--- config.mk ---
export PLATFORM = sky130hd
export DESIGN_NAME = stride_prefetch_generator
export DESIGN_NICKNAME = d
export VERILOG_FILES = /design/src/design/spg_pkg.sv /design/src/design/spg_front.sv /design/src/design/spg_queue.sv /design/src/design/spg_back.sv /design/src/design/stride_prefetch_generator.sv
export VERILOG_INCLUDE_DIRS = /design/src /design/src/design
export SDC_FILE = /design/constraint.sdc
export NUM_CORES = 1
export LEC_CHECK = 0
export ABC_AREA = 1
export BUFFER_PORTS_ARGS = -buffer_cell sky130_fd_sc_hd__buf_4
export CORE_ASPECT_RATIO = 1.75
export CORE_MARGIN = 2
export CORE_UTILIZATION = 45
export CTS_BUF_LIST = sky130_fd_sc_hd__clkbuf_4
export CTS_CLUSTER_SIZE = 28
export DETAILED_ROUTE_END_ITERATION = 10
export SYNTH_ARGS = -nofsm -noshare
export SYNTH_HDL_FRONTEND = slang
export SYNTH_SLANG_ARGS = --single-unit
export TNS_END_PERCENT = 20
--- constraint.sdc ---
create_clock -name clk_i -period 21.4 [get_ports clk_i]
set_input_delay 4.28 -clock clk_i [delete_from_list [all_inputs] [get_ports clk_i]]
set_output_delay 4.28 -clock clk_i [all_outputs]
set_load 0.01 [all_outputs]
--- src/design/stride_prefetch_generator_defines.svh ---
// Assertion macros, included by spg_back.sv.
`ifndef STRIDE_PREFETCH_GENERATOR_DEFINES_SVH
`define STRIDE_PREFETCH_GENERATOR_DEFINES_SVH

`ifndef SYNTHESIS
`define SPG_ASSERT(label, clk, rst_n, prop, msg) \
  label: assert property (@(posedge clk) disable iff (!rst_n) prop) else $error(msg);
`define SPG_ASSERT_NR(label, clk, prop, msg) \
  label: assert property (@(posedge clk) prop) else $error(msg);
`else
`define SPG_ASSERT(label, clk, rst_n, prop, msg)
`define SPG_ASSERT_NR(label, clk, prop, msg)
`endif

`endif

--- src/design/spg_pkg.sv ---
package spg_pkg;

  localparam int SpgAddrBits  = 32;
  localparam int SpgMaxDegree = 32;

  localparam int IoAddrW   = 32;
  localparam int DegRegW   = 6;
  localparam int DegCmpW   = 7;
  localparam int ThrW      = 8;
  localparam int LimitW    = 32;
  localparam int PaddrW    = 4;
  localparam int PdataW    = 32;
  localparam int JobDepth  = 2;

  localparam logic [DegRegW-1:0] DegreeRst = 6'd15;
  localparam logic [ThrW-1:0]    ThrRst    = 8'd4;
  localparam logic [LimitW-1:0]  LimitRst  = 32'hFFFF_FFFF;
  localparam logic [ThrW-1:0]    RunMax    = 8'hFF;

  typedef enum logic [1:0] {
    REG_DEGREE    = 2'd0,
    REG_THRESHOLD = 2'd1,
    REG_LIMIT     = 2'd2
  } reg_idx_e;

endpackage

--- src/design/spg_front.sv ---
module spg_front #(
  parameter int ADDR_BITS  = spg_pkg::SpgAddrBits,
  parameter int MAX_DEGREE = spg_pkg::SpgMaxDegree,
  parameter int DEG_W      = $clog2(MAX_DEGREE + 1)
) (
  input  logic                         clk_i,
  input  logic                         rst_ni,
  input  logic                         push_i,
  output logic                         full_o,
  input  logic                         is_miss_i,
  input  logic [spg_pkg::IoAddrW-1:0]  access_address_i,
  input  logic [spg_pkg::DegRegW-1:0]  degree_i,
  input  logic [spg_pkg::ThrW-1:0]     threshold_i,
  output logic                         job_push_o,
  input  logic                         job_full_i,
  output logic [ADDR_BITS-1:0]         job_base_o,
  output logic [ADDR_BITS-1:0]         job_stride_o,
  output logic [DEG_W-1:0]             job_deg_o
);

  localparam logic [spg_pkg::DegCmpW-1:0] MaxDegC = spg_pkg::DegCmpW'(MAX_DEGREE);

  logic                     have_q, have_d;
  logic [ADDR_BITS-1:0]     prev_q, prev_d;
  logic [ADDR_BITS-1:0]     stride_q, stride_d;
  logic [spg_pkg::ThrW-1:0] count_q, count_d;
  logic [ADDR_BITS-1:0]     end_q, end_d;
  logic                     pend_q, pend_d;

  logic [ADDR_BITS-1:0]         addr;
  logic [ADDR_BITS-1:0]         from_miss, from_end, prod;
  logic [spg_pkg::DegCmpW-1:0]  deg_ext, deg_sat;
  logic                         accept, match, trig;

  if (ADDR_BITS <= spg_pkg::IoAddrW) begin : g_addr_narrow
    assign addr = access_address_i[ADDR_BITS-1:0];
  end else begin : g_addr_wide
    assign addr = {{(ADDR_BITS - spg_pkg::IoAddrW){1'b0}}, access_address_i};
  end

  assign deg_ext   = {1'b0, degree_i};
  assign deg_sat   = (deg_ext > MaxDegC) ? MaxDegC : deg_ext;
  assign job_deg_o = deg_sat[DEG_W-1:0];

  // run end is settled in the cycle after a triggering miss; hold off input meanwhile
  assign full_o = job_full_i || pend_q;
  assign accept = push_i && !full_o;

  assign from_miss = addr - prev_q;
  assign from_end  = addr - end_q;
  assign match     = (from_miss == stride_q) || (from_end == stride_q);
  assign prod      = stride_q * ADDR_BITS'(job_deg_o);

  always_comb begin
    have_d   = have_q;
    prev_d   = prev_q;
    stride_d = stride_q;
    count_d  = count_q;
    end_d    = end_q;
    pend_d   = 1'b0;
    trig     = 1'b0;
    if (pend_q) begin
      end_d = prev_q + prod;
    end
    if (accept && is_miss_i) begin
      have_d = 1'b1;
      prev_d = addr;
      if (have_q) begin
        if (match) begin
          if (count_q != spg_pkg::RunMax) begin
            count_d = count_q + spg_pkg::ThrW'(1);
          end
        end else begin
          stride_d = from_miss;
          count_d  = '0;
        end
      end
      trig   = (count_d >= threshold_i);
      pend_d = trig;
    end
  end

  assign job_push_o   = trig && (job_deg_o != '0);
  assign job_base_o   = addr;
  assign job_stride_o = stride_d;

  always_ff @(posedge clk_i or negedge rst_ni) begin
    if (!rst_ni) begin
      have_q   <= 1'b0;
      prev_q   <= '0;
      stride_q <= '0;
      count_q  <= '0;
      end_q    <= '0;
      pend_q   <= 1'b0;
    end else begin
      have_q   <= have_d;
      prev_q   <= prev_d;
      stride_q <= stride_d;
      count_q  <= count_d;
      end_q    <= end_d;
      pend_q   <= pend_d;
    end
  end

endmodule

--- src/design/spg_queue.sv ---
module spg_queue #(
  parameter int WIDTH = 8,
  parameter int DEPTH = spg_pkg::JobDepth
) (
  input  logic             clk_i,
  input  logic             rst_ni,
  input  logic             push_i,
  output logic             full_o,
  input  logic [WIDTH-1:0] wdata_i,
  input  logic             pop_i,
  output logic             empty_o,
  output logic [WIDTH-1:0] rdata_o
);

  localparam int PtrW = (DEPTH > 1) ? $clog2(DEPTH) : 1;
  localparam int CntW = $clog2(DEPTH + 1);

  logic [WIDTH-1:0] mem_q [DEPTH];
  logic [PtrW-1:0]  wr_ptr_q, rd_ptr_q;
  logic [CntW-1:0]  cnt_q;
  logic             do_push, do_pop;

  assign full_o  = (cnt_q == CntW'(DEPTH));
  assign empty_o = (cnt_q == '0);
  assign do_push = push_i && !full_o;
  assign do_pop  = pop_i && !empty_o;
  assign rdata_o = mem_q[rd_ptr_q];

  always_ff @(posedge clk_i) begin
    if (do_push) begin
      mem_q[wr_ptr_q] <= wdata_i;
    end
  end

  always_ff @(posedge clk_i or negedge rst_ni) begin
    if (!rst_ni) begin
      wr_ptr_q <= '0;
      rd_ptr_q <= '0;
      cnt_q    <= '0;
    end else begin
      if (do_push) begin
        wr_ptr_q <= (wr_ptr_q == PtrW'(DEPTH - 1)) ? '0 : wr_ptr_q + PtrW'(1);
      end
      if (do_pop) begin
        rd_ptr_q <= (rd_ptr_q == PtrW'(DEPTH - 1)) ? '0 : rd_ptr_q + PtrW'(1);
      end
      if (do_push && !do_pop) begin
        cnt_q <= cnt_q + CntW'(1);
      end else if (do_pop && !do_push) begin
        cnt_q <= cnt_q - CntW'(1);
      end
    end
  end

endmodule

--- src/design/spg_back.sv ---
`include "stride_prefetch_generator_defines.svh"

module spg_back #(
  parameter int ADDR_BITS = spg_pkg::SpgAddrBits,
  parameter int DEG_W     = 6
) (
  input  logic                         clk_i,
  input  logic                         rst_ni,
  input  logic                         job_empty_i,
  output logic                         job_pop_o,
  input  logic [ADDR_BITS-1:0]         job_base_i,
  input  logic [ADDR_BITS-1:0]         job_stride_i,
  input  logic [DEG_W-1:0]             job_deg_i,
  input  logic [spg_pkg::LimitW-1:0]   limit_i,
  input  logic                         pop_i,
  output logic                         empty_o,
  output logic [spg_pkg::IoAddrW-1:0]  prefetch_address_o,
  output logic                         issue_ok_o,
  output logic                         last_of_run_o
);

  logic                        busy_q;
  logic [ADDR_BITS-1:0]        cand_q, step_q;
  logic [DEG_W-1:0]            idx_q, deg_q;
  logic                        out_valid_q;
  logic [spg_pkg::IoAddrW-1:0] out_addr_q;
  logic                        out_ok_q, out_last_q;

  logic                        out_free, emit, last, cand_ok;
  logic [spg_pkg::IoAddrW-1:0] cand_out;

  if (ADDR_BITS >= spg_pkg::IoAddrW) begin : g_cmp_wide
    assign cand_ok  = (cand_q <= ADDR_BITS'(limit_i));
    assign cand_out = cand_q[spg_pkg::IoAddrW-1:0];
  end else begin : g_cmp_narrow
    assign cand_ok  = ({{(spg_pkg::IoAddrW - ADDR_BITS){1'b0}}, cand_q} <= limit_i);
    assign cand_out = {{(spg_pkg::IoAddrW - ADDR_BITS){1'b0}}, cand_q};
  end

  assign out_free  = !out_valid_q || pop_i;
  assign job_pop_o = !busy_q && !job_empty_i;
  assign emit      = busy_q && out_free;
  assign last      = (idx_q == deg_q);

  // candidate walk: one address per beat while the output register is free, stride added each step
  always_ff @(posedge clk_i) begin
    if (job_pop_o) begin
      cand_q <= job_base_i + job_stride_i;
      step_q <= job_stride_i;
      deg_q  <= job_deg_i;
      idx_q  <= DEG_W'(1);
    end else if (emit) begin
      cand_q <= cand_q + step_q;
      idx_q  <= idx_q + DEG_W'(1);
    end
    if (emit) begin
      out_addr_q <= cand_out;
      out_ok_q   <= cand_ok;
      out_last_q <= last;
    end
  end

  always_ff @(posedge clk_i or negedge rst_ni) begin
    if (!rst_ni) begin
      busy_q      <= 1'b0;
      out_valid_q <= 1'b0;
    end else begin
      if (job_pop_o) begin
        busy_q <= 1'b1;
      end else if (emit && last) begin
        busy_q <= 1'b0;
      end
      if (emit) begin
        out_valid_q <= 1'b1;
      end else if (pop_i) begin
        out_valid_q <= 1'b0;
      end
    end
  end

  assign empty_o            = !out_valid_q;
  assign prefetch_address_o = out_addr_q;
  assign issue_ok_o         = out_ok_q;
  assign last_of_run_o      = out_last_q;

  `SPG_ASSERT(a_idx_range, clk_i, rst_ni, busy_q |-> (idx_q != '0) && (idx_q <= deg_q), "candidate index out of range")
  `SPG_ASSERT(a_run_done, clk_i, rst_ni, (emit && last) |=> !busy_q, "walker still busy after last beat")
  `SPG_ASSERT(a_emit_lands, clk_i, rst_ni, emit |=> out_valid_q, "emitted beat not held in output register")

endmodule

--- src/design/stride_prefetch_generator.sv ---
// Stride prefetch generator. A hit or a miss that does not reach the run threshold
// leaves no result. A miss that triggers a run holds the input off while the run
// end (miss address plus degree times stride, one multiply) is updated, and queues
// a job for the candidate walker unless the degree is zero. The walker loads a job
// and then produces one candidate per cycle while the output register is free, and
// it takes a new job only after the last candidate of its current job. A two-entry
// job queue lets the front keep taking beats while the walker drains. Results
// leave through a single output register. Registers: prefetch_degree at 0x0,
// run_threshold at 0x4, address_limit at 0x8; write them only while the block
// is idle.
module stride_prefetch_generator #(
  parameter int ADDR_BITS  = spg_pkg::SpgAddrBits,
  parameter int MAX_DEGREE = spg_pkg::SpgMaxDegree
) (
  input  logic                         clk_i,
  input  logic                         rst_ni,
  input  logic                         psel,
  input  logic                         penable,
  input  logic                         pwrite,
  input  logic [spg_pkg::PaddrW-1:0]   paddr,
  input  logic [spg_pkg::PdataW-1:0]   pwdata,
  output logic [spg_pkg::PdataW-1:0]   prdata,
  output logic                         pready,
  input  logic                         push,
  output logic                         full,
  input  logic                         is_miss_i,
  input  logic [spg_pkg::IoAddrW-1:0]  access_address_i,
  output logic                         empty,
  input  logic                         pop,
  output logic [spg_pkg::IoAddrW-1:0]  prefetch_address_o,
  output logic                         issue_ok_o,
  output logic                         last_of_run_o
);

  localparam int DegW = $clog2(MAX_DEGREE + 1);
  localparam int JobW = 2 * ADDR_BITS + DegW;

  logic [spg_pkg::DegRegW-1:0] degree_q;
  logic [spg_pkg::ThrW-1:0]    threshold_q;
  logic [spg_pkg::LimitW-1:0]  limit_q;

  spg_pkg::reg_idx_e reg_idx;
  logic              cfg_wr;

  logic                 job_push, job_full, job_pop, job_empty;
  logic [ADDR_BITS-1:0] f_base, f_stride, b_base, b_stride;
  logic [DegW-1:0]      f_deg, b_deg;
  logic [JobW-1:0]      job_wdata, job_rdata;

  assign reg_idx = spg_pkg::reg_idx_e'(paddr[3:2]);
  assign cfg_wr  = psel && penable && pwrite && pready;
  assign pready  = 1'b1;

  always_ff @(posedge clk_i or negedge rst_ni) begin
    if (!rst_ni) begin
      degree_q    <= spg_pkg::DegreeRst;
      threshold_q <= spg_pkg::ThrRst;
      limit_q     <= spg_pkg::LimitRst;
    end else if (cfg_wr) begin
      case (reg_idx)
        spg_pkg::REG_DEGREE:    degree_q    <= pwdata[spg_pkg::DegRegW-1:0];
        spg_pkg::REG_THRESHOLD: threshold_q <= pwdata[spg_pkg::ThrW-1:0];
        spg_pkg::REG_LIMIT:     limit_q     <= pwdata[spg_pkg::LimitW-1:0];
        default: ;
      endcase
    end
  end

  always_comb begin
    case (reg_idx)
      spg_pkg::REG_DEGREE:    prdata = spg_pkg::PdataW'(degree_q);
      spg_pkg::REG_THRESHOLD: prdata = spg_pkg::PdataW'(threshold_q);
      spg_pkg::REG_LIMIT:     prdata = spg_pkg::PdataW'(limit_q);
      default:                prdata = '0;
    endcase
  end

  spg_front #(
    .ADDR_BITS  (ADDR_BITS),
    .MAX_DEGREE (MAX_DEGREE),
    .DEG_W      (DegW)
  ) u_front (
    .clk_i            (clk_i),
    .rst_ni           (rst_ni),
    .push_i           (push),
    .full_o           (full),
    .is_miss_i        (is_miss_i),
    .access_address_i (access_address_i),
    .degree_i         (degree_q),
    .threshold_i      (threshold_q),
    .job_push_o       (job_push),
    .job_full_i       (job_full),
    .job_base_o       (f_base),
    .job_stride_o     (f_stride),
    .job_deg_o        (f_deg)
  );

  assign job_wdata = {f_base, f_stride, f_deg};
  assign {b_base, b_stride, b_deg} = job_rdata;

  spg_queue #(
    .WIDTH (JobW),
    .DEPTH (spg_pkg::JobDepth)
  ) u_queue (
    .clk_i   (clk_i),
    .rst_ni  (rst_ni),
    .push_i  (job_push),
    .full_o  (job_full),
    .wdata_i (job_wdata),
    .pop_i   (job_pop),
    .empty_o (job_empty),
    .rdata_o (job_rdata)
  );

  spg_back #(
    .ADDR_BITS (ADDR_BITS),
    .DEG_W     (DegW)
  ) u_back (
    .clk_i              (clk_i),
    .rst_ni             (rst_ni),
    .job_empty_i        (job_empty),
    .job_pop_o          (job_pop),
    .job_base_i         (b_base),
    .job_stride_i       (b_stride),
    .job_deg_i          (b_deg),
    .limit_i            (limit_q),
    .pop_i              (pop),
    .empty_o            (empty),
    .prefetch_address_o (prefetch_address_o),
    .issue_ok_o         (issue_ok_o),
    .last_of_run_o      (last_of_run_o)
  );

endmodule
==> reports/metrics.yaml <==
worst_setup_path:
  critPathLaunchType: "input port"
  required_ps: 17120
  critical_path_arrival_ps: 5210
  end_kind: "primary output"
  crit_chain: "buf_4 -> nor2_1 -> inv_1 -> o221ai_1 -> buf_4"
  slowest_stage: "o221ai_1"
  slowest_delay_ps: 250
  criticalPathCategory: "input port to primary output"
  r2r_cells: 26
  cp_max_fo: 7
  worst_path_most_repeated_cell: "buf_4"
grt:
  grt_busiest_layer: "met2"
  overflow: 0
  track_usage_pct: 27.6
  grt_max_degree: 73
  grt_use_met1_pct: 27.4
  grt_pass1_wl_um: 152000
  grt_use_met3_pct: 3.02
  grt_pass1_vias: 28000
  grtUsageMet2_pct: 53.1
  antenna_found_initial: 4
min_path:
  hold_depth: 2
  hold_class: "register to register"
timing:
  skew_ps: 83.7
  min_period_over_period_pct: 44.4
  post-route-min-period_ps: 9490
  worst_slew_pin_slew_ps: 1160
  hold_viol_final: 0
  holdWs_ps: 487
  slew_headroom_pct: 22.4
  fin_ws_ps: 11910
  setup_viol: 0
  drv_slew: 0
  rsz0062_at_grt: "no"
  setup_tns_ps: 0
  timing.fmax_mhz: 105
synthesis:
  yosysTopAreaCellShare_pct: 23.1
  synth_largest_area_cell: "edfxtp_1"
  ys_top_cells_by_area: "edfxtp_1, nand2_1, dfrtp_1, fa_1, ha_1"
  yosys_warnings: 0
  synth_area_per_cell_um2: 7.71
  synth_fp_nets: 4548
  synth_cell_types: 58
  ys_ff_latch: 408
  synth_ff_type: "edfxtp_1"
  synthArstFlopShare_pct: 38.7
  synth-edff-count: 244
  synth_area_um2: 31800
  ys_seq_area_share_pct: 36.0
  synthCells: 4123
placement:
  dp_slack_ps: 11340
  portBuffers: 141
  hpwl_um: 80200
  gp_congestion: 0.944
die:
  die_h_um: 356
  core_um2: 69800
  std_cell_rows: 128
  ios: 145
  start_util_pct: 45.5
  die_area_um2: 72900
  die_w_um: 205
detailed_routing:
  first_iter_violations: 1371
  drt-vias-per-instance: 5.18
  num_vias: 27300
  drc: 0
  wl_um: 98800
  first_pass_iters: 6
  postRouteAntennaNets: 0
  wl_per_cell_um: 18.7
clocking:
  cts-root-buf: "clkbuf_4"
  clk_latency_ps: 950
  cts.clk_slew.worst_paths_ps: 60
  cts.sinks: 408
  cts_buffers: 100
  cts_resized: 0
  cts_htree_levels: 3
  clk_path_buf_depth: 3
  cts_hold_buf: 0
  post_cts_buffers: 0
  cts_tree: "done"
layout:
  drive_gt1_share_pct: 9.99
  layout.nets: 4704
  area.growth.synth_to_final_pct: 10.8
power_and_ir_drop:
  power_leakage_nw: 17.2
  finalPower_mw: 5.73
  p_per_area_nw_per_um2: 163
  ir_drop_mv: 0.0982
status:
  run_status: "complete, no violations"
job:
  cap_violations: 0
-- path summary, 6_finish.rpt --
check	from	to	slack [ps]
max	paddr[3]	prdata[5]	11910
min	threshold_q[1]	threshold_q[1]	490
max reg2reg	degree_q[5]	u_front.end_q[30]	13730
min reg2reg	threshold_q[1]	threshold_q[1]	490
max in group asynchronous	rst_ni	u_front.end_q[24]	16850
min in group asynchronous	rst_ni	u_front.end_q[3]	3300
-- critical path, delay by kind of cell --
kind            cells  cell delay [ps]
simple gates        1              200
buf+inv             3              480
compound gates      1              250
-- registers in the layout, summed over array words and instances (netlist names), 8 cells and up --
name and count:
u_front.prev_q 32, u_back.prefetch_address_o 32, u_queue.mem_q 140, u_front.end_q 32, u_back.step_q 32, threshold_q 8, limit_q 32, u_front.stride_q 32
u_back.cand_out 32, u_front.count_q 8
-- Yosys cell counts, drive strengths merged, types with 2 or more instances --
library cell	count
nand2	1371
inv	635
nor2	289
edfxtp	244
o21ai	210
ha	208
a21oi	199
nand3	187
fa	141
dfrtp	121
clkbuf	75
nand4	75
xor2	57
xnor2	43
dfstp	37
buf	36
nor3	30
a31oi	19
or2	19
o21bai	16
nand3b	13
o21a	12
o221ai	10
o22ai	8
and2	7
nor4	7
a221oi	6
dfxtp	6
o211ai	6
o31ai	6
a21o	5
a211oi	4
mux2i	4
o2111ai	3
a21boi	2
clkinv	2
nor3b	2
xnor3	2
xor3	2
-- kinds of logic after synthesis --
| group | share of synthesized area (%) |
|---|---|
| xor+xnor | 3.05 |
| mux | 0.126 |
| fa+ha+maj | 17.1 |
| flops | 36.0 |
| other cells | 0.0118 |
| buf+inv | 9.05 |
| compound gates | 8.77 |
| simple gates | 25.9 |
-- area by class of cell --
type                            count  area (um2)
Multi-Input combinational cell   2967       17500
Sequential cell                   408       11400
Antenna cell                        6        15.0
Timing Repair Buffer              165        1240
Inverter                          637        2390
Tap cell                          910        1140
Fill cell                        7000       34600
Clock buffer                      135        1010
Clock inverter                     53         452
-- where the power goes --
| group | leakage (nW) | internal (mW) | total, mW | switching (mW) |
|---|---|---|---|---|
| Clock | 0.842 | 0.396 | 0.747 | 0.351 |
| Combinational | 12.1 | 1.27 | 3.63 | 2.36 |
| Sequential | 4.25 | 1.13 | 1.35 | 0.216 |
| Total | 17.2 | 2.80 | 5.73 | 2.93 |
-- through the flow --
stage	util [%]	std cells	area, um2
final	50.4	5281	35200
after global routing	50.4	5278	35200
after CTS	50.4	5275	35200
after detailed placement	48.3	5087	33700
after global placement	48.3	5087	33700
after floorplan	-	4123	31800
-- cells in the final DEF (no fill, tap or decap), types with 7 or more instances in the layout --
cell type	Yosys	layout
nand2_1	1355	1355
inv_1	628	625
nor2_1	281	276
edfxtp_1	244	244
ha_1	208	208
o21ai_0	205	205
a21oi_1	199	198
nand3_1	183	183
buf_4	2	164
fa_1	141	141
clkbuf_4	0	135
dfrtp_1	121	120
nand4_1	73	73
xor2_1	57	57
xnor2_1	43	43
dfstp_2	37	37
nor3_1	28	28
clkinv_1	2	27
or2_2	19	19
a31oi_1	19	19
o21bai_1	16	16
nand2_2	15	15
nand3b_1	13	13
clkinv_2	0	13
o21a_1	12	12
inv_2	7	11
o221ai_1	10	10
nor2_2	7	8
o22ai_1	8	8
bufinv_16	0	8
nor4_1	7	7
-- layer usage --
layer | up-vias | wire (um)
met1 | 12700 | 34900
met3 | 278 | 3600
li1 | 13600 | -
met4 | 2 | 6900
met2 | 702 | 53400
met5 | - | 17
Note: power is estimated with default switching activity, not from simulation.
